--- config.mk ---
export PLATFORM = sky130hd
export DESIGN_NAME = multi_timebase_timer_pool_top
export DESIGN_NICKNAME = d
export VERILOG_FILES = /design/src/rtl/mttp_pkg.sv /design/src/rtl/multi_timebase_timer_pool_top.sv /design/src/rtl/mttp_cell.sv
export SDC_FILE = /design/constraint.sdc
export NUM_CORES = 2
export LEC_CHECK = 0
export BUFFER_PORTS_ARGS = -buffer_cell sky130_fd_sc_hd__buf_4
export CORE_MARGIN = 4
export CORE_UTILIZATION = 59
export CTS_CLUSTER_DIAMETER = 200
export CTS_CLUSTER_SIZE = 20
export DETAILED_ROUTE_END_ITERATION = 6
export PLACE_DENSITY = 0.83
export SLEW_MARGIN = 30
export SYNTH_ARGS = -nofsm -noshare
export SYNTH_HDL_FRONTEND = slang
export SYNTH_HIERARCHICAL = 1
export SYNTH_SLANG_ARGS = --single-unit
--- constraint.sdc ---
create_clock -name clk_i -period 5.4 [get_ports clk_i]
set_input_delay 0.54 -clock clk_i [delete_from_list [all_inputs] [get_ports clk_i]]
set_output_delay 0.54 -clock clk_i [all_outputs]
set_load 0.02 [all_outputs]
--- src/rtl/mttp_pkg.sv ---
// Shared types and codes for the multi-timebase timer pool.
// Used by mttp_cell, the top level and the testbench; depends on nothing.
package mttp_pkg;

  // Item kinds
  localparam logic [1:0] KIND_SUB   = 2'd0;
  localparam logic [1:0] KIND_UNSUB = 2'd1;
  localparam logic [1:0] KIND_TICK  = 2'd2;

  // Timebase code that names no timebase
  localparam logic [1:0] BASE_NONE  = 2'd3;

  // One beat walking down the row of cells
  typedef struct packed {
    logic        valid;
    logic [1:0]  kind;
    logic [1:0]  base;
    logic        periodic;
    logic [31:0] period;
    logic [3:0]  sidx;
    logic [7:0]  tag;
    logic [3:0]  id4;         // id handed to the slot that takes a subscribe
    logic        sub_ok;      // subscribe passed its checks
    logic        done;        // slot taken or slot freed
    logic [3:0]  res_slot;    // slot that took the subscribe
    logic        pend_valid;  // an expiry waits to be reported
    logic [3:0]  pend_slot;
    logic [3:0]  pend_id;
    logic [7:0]  pend_tag;
  } beat_t;

  // One result beat
  typedef struct packed {
    logic       status;
    logic       fired;
    logic [3:0] slot;
    logic [3:0] id;
    logic [7:0] tag;
    logic       last;
  } res_t;

endpackage

--- src/rtl/multi_timebase_timer_pool_top.sv ---
// Top level of the multi-timebase timer pool: a row of SLOTS slot cells
// walked by one command beat. Depends on mttp_pkg and mttp_cell.
//
//  channel   handshake                  payload
//  command   start, busy (accept: start & !busy)
//            kind_i, timebase_i, periodic_i, period_i, slot_index_i, handler_tag_i
//  result    result_valid_o (one cycle) status_o, fired_o, slot_out_o, timer_id_o,
//                                       tag_out_o, last_o
//
// A command beat enters a register, then visits one slot cell per cycle.
// The final result is registered as the beat leaves the row; busy stays high
// until then, so a new command is taken only after the last one has left it.
// Expiries of a tick come out as the beat passes the following expiring slot,
// the last one when the beat leaves the row. Reset frees every slot at once.
// Results cannot be held off and are never stalled.
module multi_timebase_timer_pool_top #(
  parameter int unsigned SLOTS = 12
) (
  input  logic        clk_i,
  input  logic        rst_ni,
  input  logic        start,
  output logic        busy,
  input  logic [1:0]  kind_i,
  input  logic [1:0]  timebase_i,
  input  logic        periodic_i,
  input  logic [31:0] period_i,
  input  logic [3:0]  slot_index_i,
  input  logic [7:0]  handler_tag_i,
  output logic        result_valid_o,
  output logic        status_o,
  output logic        fired_o,
  output logic [3:0]  slot_out_o,
  output logic [3:0]  timer_id_o,
  output logic [7:0]  tag_out_o,
  output logic        last_o
);

  localparam int unsigned IdW = $clog2(SLOTS + 1);

  logic            accept, sub_ok, free_any, chain_busy;
  logic [IdW-1:0]  total_q;
  logic [31:0]     id_next;
  mttp_pkg::beat_t head_q, tail;
  mttp_pkg::beat_t cell_in  [SLOTS];
  mttp_pkg::beat_t cell_out [SLOTS];
  logic            cell_emit [SLOTS];
  mttp_pkg::res_t  cell_res  [SLOTS];
  logic            cell_free [SLOTS];
  logic            res_valid_d, res_valid_q;
  mttp_pkg::res_t  res_d, res_q;

  assign accept  = start && !busy;
  assign id_next = 32'(total_q) + 32'd1;
  assign sub_ok  = (handler_tag_i != 8'd0) && (period_i != 32'd0) &&
                   (timebase_i != mttp_pkg::BASE_NONE) && (32'(total_q) < SLOTS);

  // Capture the command beat
  always_ff @(posedge clk_i or negedge rst_ni) begin
    if (!rst_ni) begin
      head_q <= '0;
    end else if (accept) begin
      head_q <= '{valid: 1'b1, kind: kind_i, base: timebase_i, periodic: periodic_i,
                  period: period_i, sidx: slot_index_i, tag: handler_tag_i,
                  id4: id_next[3:0], sub_ok: sub_ok, done: 1'b0, res_slot: 4'd0,
                  pend_valid: 1'b0, pend_slot: 4'd0, pend_id: 4'd0, pend_tag: 8'd0};
    end else begin
      head_q <= '0;
    end
  end

  // Row of slot cells
  for (genvar g = 0; g < SLOTS; g++) begin : g_cell
    if (g == 0) begin : g_first
      assign cell_in[g] = head_q;
    end else begin : g_next
      assign cell_in[g] = cell_out[g-1];
    end
    mttp_cell #(.IDX(g)) u_cell (
      .clk_i  (clk_i),
      .rst_ni (rst_ni),
      .beat_i (cell_in[g]),
      .beat_o (cell_out[g]),
      .emit_o (cell_emit[g]),
      .res_o  (cell_res[g]),
      .free_o (cell_free[g])
    );
  end

  assign tail = cell_out[SLOTS-1];

  // Gather per-cell pulses; only one cell holds the beat at a time
  always_comb begin
    free_any   = 1'b0;
    chain_busy = head_q.valid;
    for (int i = 0; i < SLOTS; i++) begin
      free_any   = free_any | cell_free[i];
      chain_busy = chain_busy | cell_out[i].valid;
    end
  end

  assign busy = chain_busy;

  // Active slot count
  always_ff @(posedge clk_i or negedge rst_ni) begin
    if (!rst_ni) begin
      total_q <= '0;
    end else if (accept && kind_i == mttp_pkg::KIND_SUB && sub_ok) begin
      total_q <= total_q + IdW'(1);
    end else if (free_any) begin
      total_q <= total_q - IdW'(1);
    end
  end

  // Pick the result of this cycle: an expiry from a cell, or the final beat
  always_comb begin
    res_valid_d = 1'b0;
    res_d       = '0;
    for (int i = 0; i < SLOTS; i++) begin
      if (cell_emit[i]) begin
        res_valid_d = 1'b1;
        res_d       = cell_res[i];
      end
    end
    if (tail.valid) begin
      res_valid_d = 1'b1;
      res_d       = '0;
      res_d.last  = 1'b1;
      case (tail.kind)
        mttp_pkg::KIND_SUB: begin
          res_d.status = !tail.done;
          if (tail.done) begin
            res_d.slot = tail.res_slot;
            res_d.id   = tail.id4;
          end
        end
        mttp_pkg::KIND_UNSUB: begin
          res_d.status = !tail.done;
        end
        mttp_pkg::KIND_TICK: begin
          if (tail.base == mttp_pkg::BASE_NONE) begin
            res_d.status = 1'b1;
          end else if (tail.pend_valid) begin
            res_d.fired = 1'b1;
            res_d.slot  = tail.pend_slot;
            res_d.id    = tail.pend_id;
            res_d.tag   = tail.pend_tag;
          end
        end
        default: begin
          res_d.status = 1'b1;
        end
      endcase
    end
  end

  // Register the result beat
  always_ff @(posedge clk_i or negedge rst_ni) begin
    if (!rst_ni) begin
      res_valid_q <= 1'b0;
    end else begin
      res_valid_q <= res_valid_d;
    end
  end

  always_ff @(posedge clk_i) begin
    res_q <= res_d;
  end

  assign result_valid_o = res_valid_q;
  assign status_o       = res_q.status;
  assign fired_o        = res_q.fired;
  assign slot_out_o     = res_q.slot;
  assign timer_id_o     = res_q.id;
  assign tag_out_o      = res_q.tag;
  assign last_o         = res_q.last;

endmodule

--- src/rtl/mttp_cell.sv ---
// One timer slot of the pool and its stage of the beat chain.
// Depends on mttp_pkg.
module mttp_cell #(
  parameter int unsigned IDX = 0
) (
  input  logic            clk_i,
  input  logic            rst_ni,
  input  mttp_pkg::beat_t beat_i,
  output mttp_pkg::beat_t beat_o,
  output logic            emit_o,
  output mttp_pkg::res_t  res_o,
  output logic            free_o
);

  localparam logic [3:0] SLOT4 = IDX[3:0];

  logic        active_q;
  logic [1:0]  base_q;
  logic        periodic_q;
  logic [31:0] period_q;
  logic [31:0] count_q;
  logic [7:0]  tag_q;
  logic [3:0]  id_q;

  mttp_pkg::beat_t beat_d, beat_q;
  logic take, reload, dec, idx_hit;

  assign idx_hit = ({28'd0, beat_i.sidx} == IDX);

  // Act on the beat passing this slot
  always_comb begin
    beat_d = beat_i;
    emit_o = 1'b0;
    res_o  = '0;
    free_o = 1'b0;
    take   = 1'b0;
    reload = 1'b0;
    dec    = 1'b0;
    if (beat_i.valid) begin
      case (beat_i.kind)
        mttp_pkg::KIND_SUB: begin
          if (beat_i.sub_ok && !beat_i.done && !active_q) begin
            take            = 1'b1;
            beat_d.done     = 1'b1;
            beat_d.res_slot = SLOT4;
          end
        end
        mttp_pkg::KIND_UNSUB: begin
          if (active_q && idx_hit && tag_q == beat_i.tag && base_q == beat_i.base) begin
            free_o      = 1'b1;
            beat_d.done = 1'b1;
          end
        end
        mttp_pkg::KIND_TICK: begin
          if (active_q && base_q == beat_i.base) begin
            if (count_q[31:1] == 31'd0) begin
              if (periodic_q) begin
                reload = 1'b1;
              end else begin
                free_o = 1'b1;
              end
              // release the expiry held so far, hold this one
              if (beat_i.pend_valid) begin
                emit_o = 1'b1;
                res_o  = '{status: 1'b0, fired: 1'b1, slot: beat_i.pend_slot,
                           id: beat_i.pend_id, tag: beat_i.pend_tag, last: 1'b0};
              end
              beat_d.pend_valid = 1'b1;
              beat_d.pend_slot  = SLOT4;
              beat_d.pend_id    = id_q;
              beat_d.pend_tag   = tag_q;
            end else begin
              dec = 1'b1;
            end
          end
        end
        default: ;
      endcase
    end
  end

  // Slot occupancy
  always_ff @(posedge clk_i or negedge rst_ni) begin
    if (!rst_ni) begin
      active_q <= 1'b0;
    end else if (take) begin
      active_q <= 1'b1;
    end else if (free_o) begin
      active_q <= 1'b0;
    end
  end

  // Slot contents and countdown
  always_ff @(posedge clk_i) begin
    if (take) begin
      base_q     <= beat_i.base;
      periodic_q <= beat_i.periodic;
      period_q   <= beat_i.period;
      count_q    <= beat_i.period;
      tag_q      <= beat_i.tag;
      id_q       <= beat_i.id4;
    end else if (reload) begin
      count_q <= period_q;
    end else if (dec) begin
      count_q <= count_q - 32'd1;
    end
  end

  // Hand the beat to the next slot
  always_ff @(posedge clk_i or negedge rst_ni) begin
    if (!rst_ni) begin
      beat_q <= '0;
    end else begin
      beat_q <= beat_d;
    end
  end

  assign beat_o = beat_q;

endmodule

==> flow_summary.html <==
<table>
<tr><th>Metric</th><th>Value</th></tr>
<tr><th colspan="2">Outcome</th></tr>
<tr><td>Outcome</td><td>finished, final reports clean</td></tr>
<tr><th colspan="2">Routing</th></tr>
<tr><td>DR WL/cell</td><td>~22 um</td></tr>
<tr><td>Detailed Route Iter0 Violations</td><td>5536</td></tr>
<tr><td>DRT Pass-1 Iters</td><td>6</td></tr>
<tr><td>Count of nets left with antenna violations after detail routing</td><td>0</td></tr>
<tr><td>Mean number of vias per cell</td><td>roughly 6</td></tr>
<tr><td>Final wirelength</td><td>~170000 um</td></tr>
<tr><td>Number of DRC violations after detailed routing</td><td>0</td></tr>
<tr><td>Vias after detailed routing</td><td>~50000</td></tr>
<tr><th colspan="2">Place</th></tr>
<tr><td>Number of instances in the placed design</td><td>roughly 7800</td></tr>
<tr><td>Final estimated routing congestion in global placement</td><td>about 0.94</td></tr>
<tr><td>Estimated wirelength of the detail-placed design</td><td>around 120000 um</td></tr>
<tr><td>Number of I/O port buffers</td><td>between 70 and 80</td></tr>
<tr><th colspan="2">Setup path</th></tr>
<tr><td>Worst Path Class, Setup</td><td>register to register</td></tr>
<tr><td>Setup slack, reg-to-reg</td><td>about 1.3 ns</td></tr>
<tr><td>Cell with the biggest individual delay on the critical path</td><td>sky130_fd_sc_hd__and2_1</td></tr>
<tr><td>Cell class contributing the biggest share of worst-path delay</td><td>simple AND/OR/NAND/NOR gates</td></tr>
<tr><td>Worst reg2reg startpoint</td><td>g_cell[3].u_cell/count_q[26]</td></tr>
<tr><td>Setup crit start</td><td>g_cell[3].u_cell/count_q[26]</td></tr>
<tr><td>Data required, critical path</td><td>between 6 and 7 ns</td></tr>
<tr><td>CP Max Fanout</td><td>18</td></tr>
<tr><td>Count of buffering cells on the critical path with inverters included</td><td>0</td></tr>
<tr><td>Critical R2R Capture</td><td>slot_out_o[0]</td></tr>
<tr><td>Worst-case reg-to-reg path depth</td><td>9</td></tr>
<tr><td>Capturing element type of the critical path</td><td>register</td></tr>
<tr><td>Levels on crit path</td><td>9</td></tr>
<tr><td>Element type at the critical path start</td><td>register</td></tr>
<tr><td>Critical path endpoint</td><td>slot_out_o[0]</td></tr>
<tr><td>Arrival time worst endpoint</td><td>4.78 ns</td></tr>
<tr><td>Worst path cell trace</td><td>nor4_2, nand2_1, nor4_4, and2_1, nand2b_1, o221ai_1, o21ai_0, a31oi_1, o32ai_1</td></tr>
<tr><td>Largest stage delay on the critical path</td><td>0.60 ns</td></tr>
<tr><th colspan="2">Layout</th></tr>
<tr><td>Post-route core utilization</td><td>between 60% and 70%</td></tr>
<tr><td># diodes</td><td>0</td></tr>
<tr><td>Non-Filler Instances</td><td>around 8000</td></tr>
<tr><td>Storage cell area</td><td>52600 um2</td></tr>
<tr><td>Area of the multi-input gates</td><td>roughly 25000 um2</td></tr>
<tr><td>Number of fill cells</td><td>about 9300</td></tr>
<tr><td>Synth-to-layout area growth</td><td>7.05%</td></tr>
<tr><td>Layout Nets</td><td>about 6200</td></tr>
<tr><td>Share of layout cells above drive strength 1</td><td>roughly 9.3%</td></tr>
<tr><th colspan="2">Power</th></tr>
<tr><td>Static Leak</td><td>between 30 and 40 nW</td></tr>
<tr><td>Proportion of power drawn by flip-flops and latches</td><td>roughly two thirds</td></tr>
<tr><td>Total power per unit cell area</td><td>between 300 and 400 nW/um2</td></tr>
<tr><td>Part of the power in the clock network</td><td>~29%</td></tr>
<tr><td>Combinational cell fraction of total power</td><td>under 10%</td></tr>
<tr><td>Int Pwr</td><td>roughly 21 mW</td></tr>
<tr><td>Switching part of the total</td><td>roughly 25%</td></tr>
<tr><td>Max rail drop VDD</td><td>a little under 0.3 mV</td></tr>
<tr><td>Reported net switching power</td><td>roughly 7 mW</td></tr>
<tr><td>Power Total</td><td>between 20 and 30 mW</td></tr>
<tr><th colspan="2">Synth</th></tr>
<tr><td>Synth Cell Area</td><td>between 70000 and 80000 um2</td></tr>
<tr><td>Per-instance average area after synthesis</td><td>approximately 13 um2</td></tr>
<tr><td>Synthesized instance count</td><td>approximately 6100</td></tr>
<tr><td>Number of warning messages in the yosys log</td><td>6</td></tr>
<tr><th colspan="2">Flow run</th></tr>
<tr><td>Max capacitance violation total</td><td>0</td></tr>
<tr><th colspan="2">GRT</th></tr>
<tr><td>Global route overflow</td><td>0</td></tr>
<tr><td>Global-route total usage across every layer</td><td>around a quarter</td></tr>
<tr><td>Number of global-route vias before repair</td><td>49140</td></tr>
<tr><td>First-pass GRT wire length</td><td>between 200000 and 300000 um</td></tr>
<tr><td>Number of antenna violations at the first check in global routing</td><td>1</td></tr>
<tr><td>Maximum number of pins on one net before global-route repair</td><td>between 100 and 150</td></tr>
<tr><th colspan="2">Timing</th></tr>
<tr><td>Smallest hold slack</td><td>between 0.04 and 0.05 ns</td></tr>
<tr><td>Worst-case headroom to the max-slew limit</td><td>roughly 4.3%</td></tr>
<tr><td>Skew final</td><td>0.0475 ns</td></tr>
<tr><td>Count of pins over their slew limit</td><td>0</td></tr>
<tr><td>F_max</td><td>~0.24 GHz</td></tr>
<tr><td>Total of endpoints with negative setup slack in the final report</td><td>0</td></tr>
<tr><td>Actual transition at the worst max-transition pin</td><td>between 1 and 1.5 ns</td></tr>
<tr><td>Final Hold Viols</td><td>0</td></tr>
<tr><td>Portion of the clock cycle consumed by the worst path in the final layout</td><td>about three quarters</td></tr>
<tr><td>Final TNS setup</td><td>0 ns</td></tr>
<tr><td>Min Clock Period, post-route</td><td>around 4.1 ns</td></tr>
<tr><td>RSZ-0062 raised after global routing</td><td>no</td></tr>
<tr><th colspan="2">Floorplan</th></tr>
<tr><td>Area of the core</td><td>around 130000 um2</td></tr>
<tr><td>Num ports</td><td>between 70 and 80</td></tr>
<tr><td>Initial cell density of the core</td><td>between 50% and 60%</td></tr>
<tr><td>Width of the die</td><td>375 um</td></tr>
<tr><td>Die ar.</td><td>~140000 um2</td></tr>
<tr><td>Height of the die</td><td>375 um</td></tr>
<tr><td>Cell Rows</td><td>134</td></tr>
<tr><th colspan="2">Clock network</th></tr>
<tr><td>TritonCTS clock tree</td><td>done</td></tr>
<tr><td>Max clock buf depth</td><td>3</td></tr>
<tr><td>Clock-pin slew on the worst setup and hold paths</td><td>approximately 0.090 ns</td></tr>
<tr><td>Library cell used as clock root buffer</td><td>sky130_fd_sc_hd__clkbuf_16</td></tr>
<tr><td># resized after CTS</td><td>0</td></tr>
<tr><td>H-tree depth</td><td>3</td></tr>
<tr><td>Clock insertion delay at the later pin of the skew report</td><td>approximately 0.75 ns</td></tr>
<tr><td>Number of buffers created by CTS</td><td>roughly 110</td></tr>
<tr><td>Sink Count</td><td>roughly 1900</td></tr>
<tr><th colspan="2">Min path</th></tr>
<tr><td>Worst hold-check path type</td><td>input pin to register</td></tr>
</table>
-- flip-flops by register name, summed over array words and instances (netlist names), 8 cells and up --
register,count
tag_out_o,8
g_cell.u_cell/periodic_q,12
g_cell.u_cell/beat_o,878
g_cell.u_cell/period_q,384
g_cell.u_cell/tag_q,96
g_cell.u_cell/count_q,384
g_cell.u_cell/active_q,12
cell_in,55
g_cell.u_cell/id_q,48
g_cell.u_cell/base_q,24
-- placed cells by master (no fill, tap or decap), drive strengths merged, types with 57 or more instances in the layout --
cell and n:
xor2 113, edfxtp 948, buf 156, mux2 133
inv 99, nand4 119, and3 182, xnor2 283
nand3 90, nor4 203, nor3 293, mux2i 154
and2 130, o21ai 452, nand2b 57, a21oi 68
conb 71, nor2 329, a211oi 80, dfrtp 950
nand2 456, clkbuf 190
-- timing repair --
item                                   in CTS  in global routing
hold buffers                               25                  0
setup buffers                               0                  0
endpoints found under the hold margin     101                  0
-- cell type report --
class | instances | area share (%)
flip-flops and latches | 1917 | 61.7
inverters | 99 | 0.449
multi-input cells | 3834 | 29.8
repair buffers | 181 | 1.81
clock inverters | 8 | 0.154
clock buffers | 190 | 3.46
well taps | 1768 | 2.59
-- stage by stage --
| step | cell area [um2] | worst slack [ns] |
|---|---|---|
| 4_1_cts | 85200 | 1.32 |
| 5_1_grt | 85300 | 0.962 |
| 3_3_place_gp | 81900 | 1.24 |
| 6_report | 85300 | 1.27 |
| 2_1_floorplan | 79900 | 1.30 |
| 3_5_place_dp | 81900 | 1.32 |
-- worst reg2reg max path: cells and delay by family, from the launching register on --
family / cells / cell delay [ns]
AND/OR/NAND/NOR: 5 / 2.51
AO/OA/AOI/OAI: 4 / 1.10
flip-flops: 1 / 0.45
-- worst min path at each step --
stage,cells past startpoint,start,end
after floorplan,0,rst_ni,cell_in[869]
after global placement,0,cell_in[870],g_cell[0].u_cell/beat_o[23]
after detailed placement,0,g_cell[2].u_cell/beat_o[36],g_cell[3].u_cell/beat_o[36]
after CTS,2,period_i[15],cell_in[901]
after global routing,2,period_i[24],cell_in[910]
final,2,period_i[6],cell_in[892]
-- per-layer routing --
metal,vias to the layer above,track usage [%],wire [um]
li1,22291,-,-
met1,24456,33.4,70900
met2,1883,41.0,86300
met3,356,3.79,11400
met4,0,7.90,6020
met5,-,0,0
-- power by group through the flow --
stage	clock, mW	sequential (mW)	combinational, mW
detailed placement	0	19.0	1.43
CTS	8.40	18.7	1.47
global placement	0	18.9	1.38
finish	8.29	18.7	1.48
floorplan	0	18.2	0.910
global route	9.00	18.9	1.63
(Power assumes the default switching activity.)
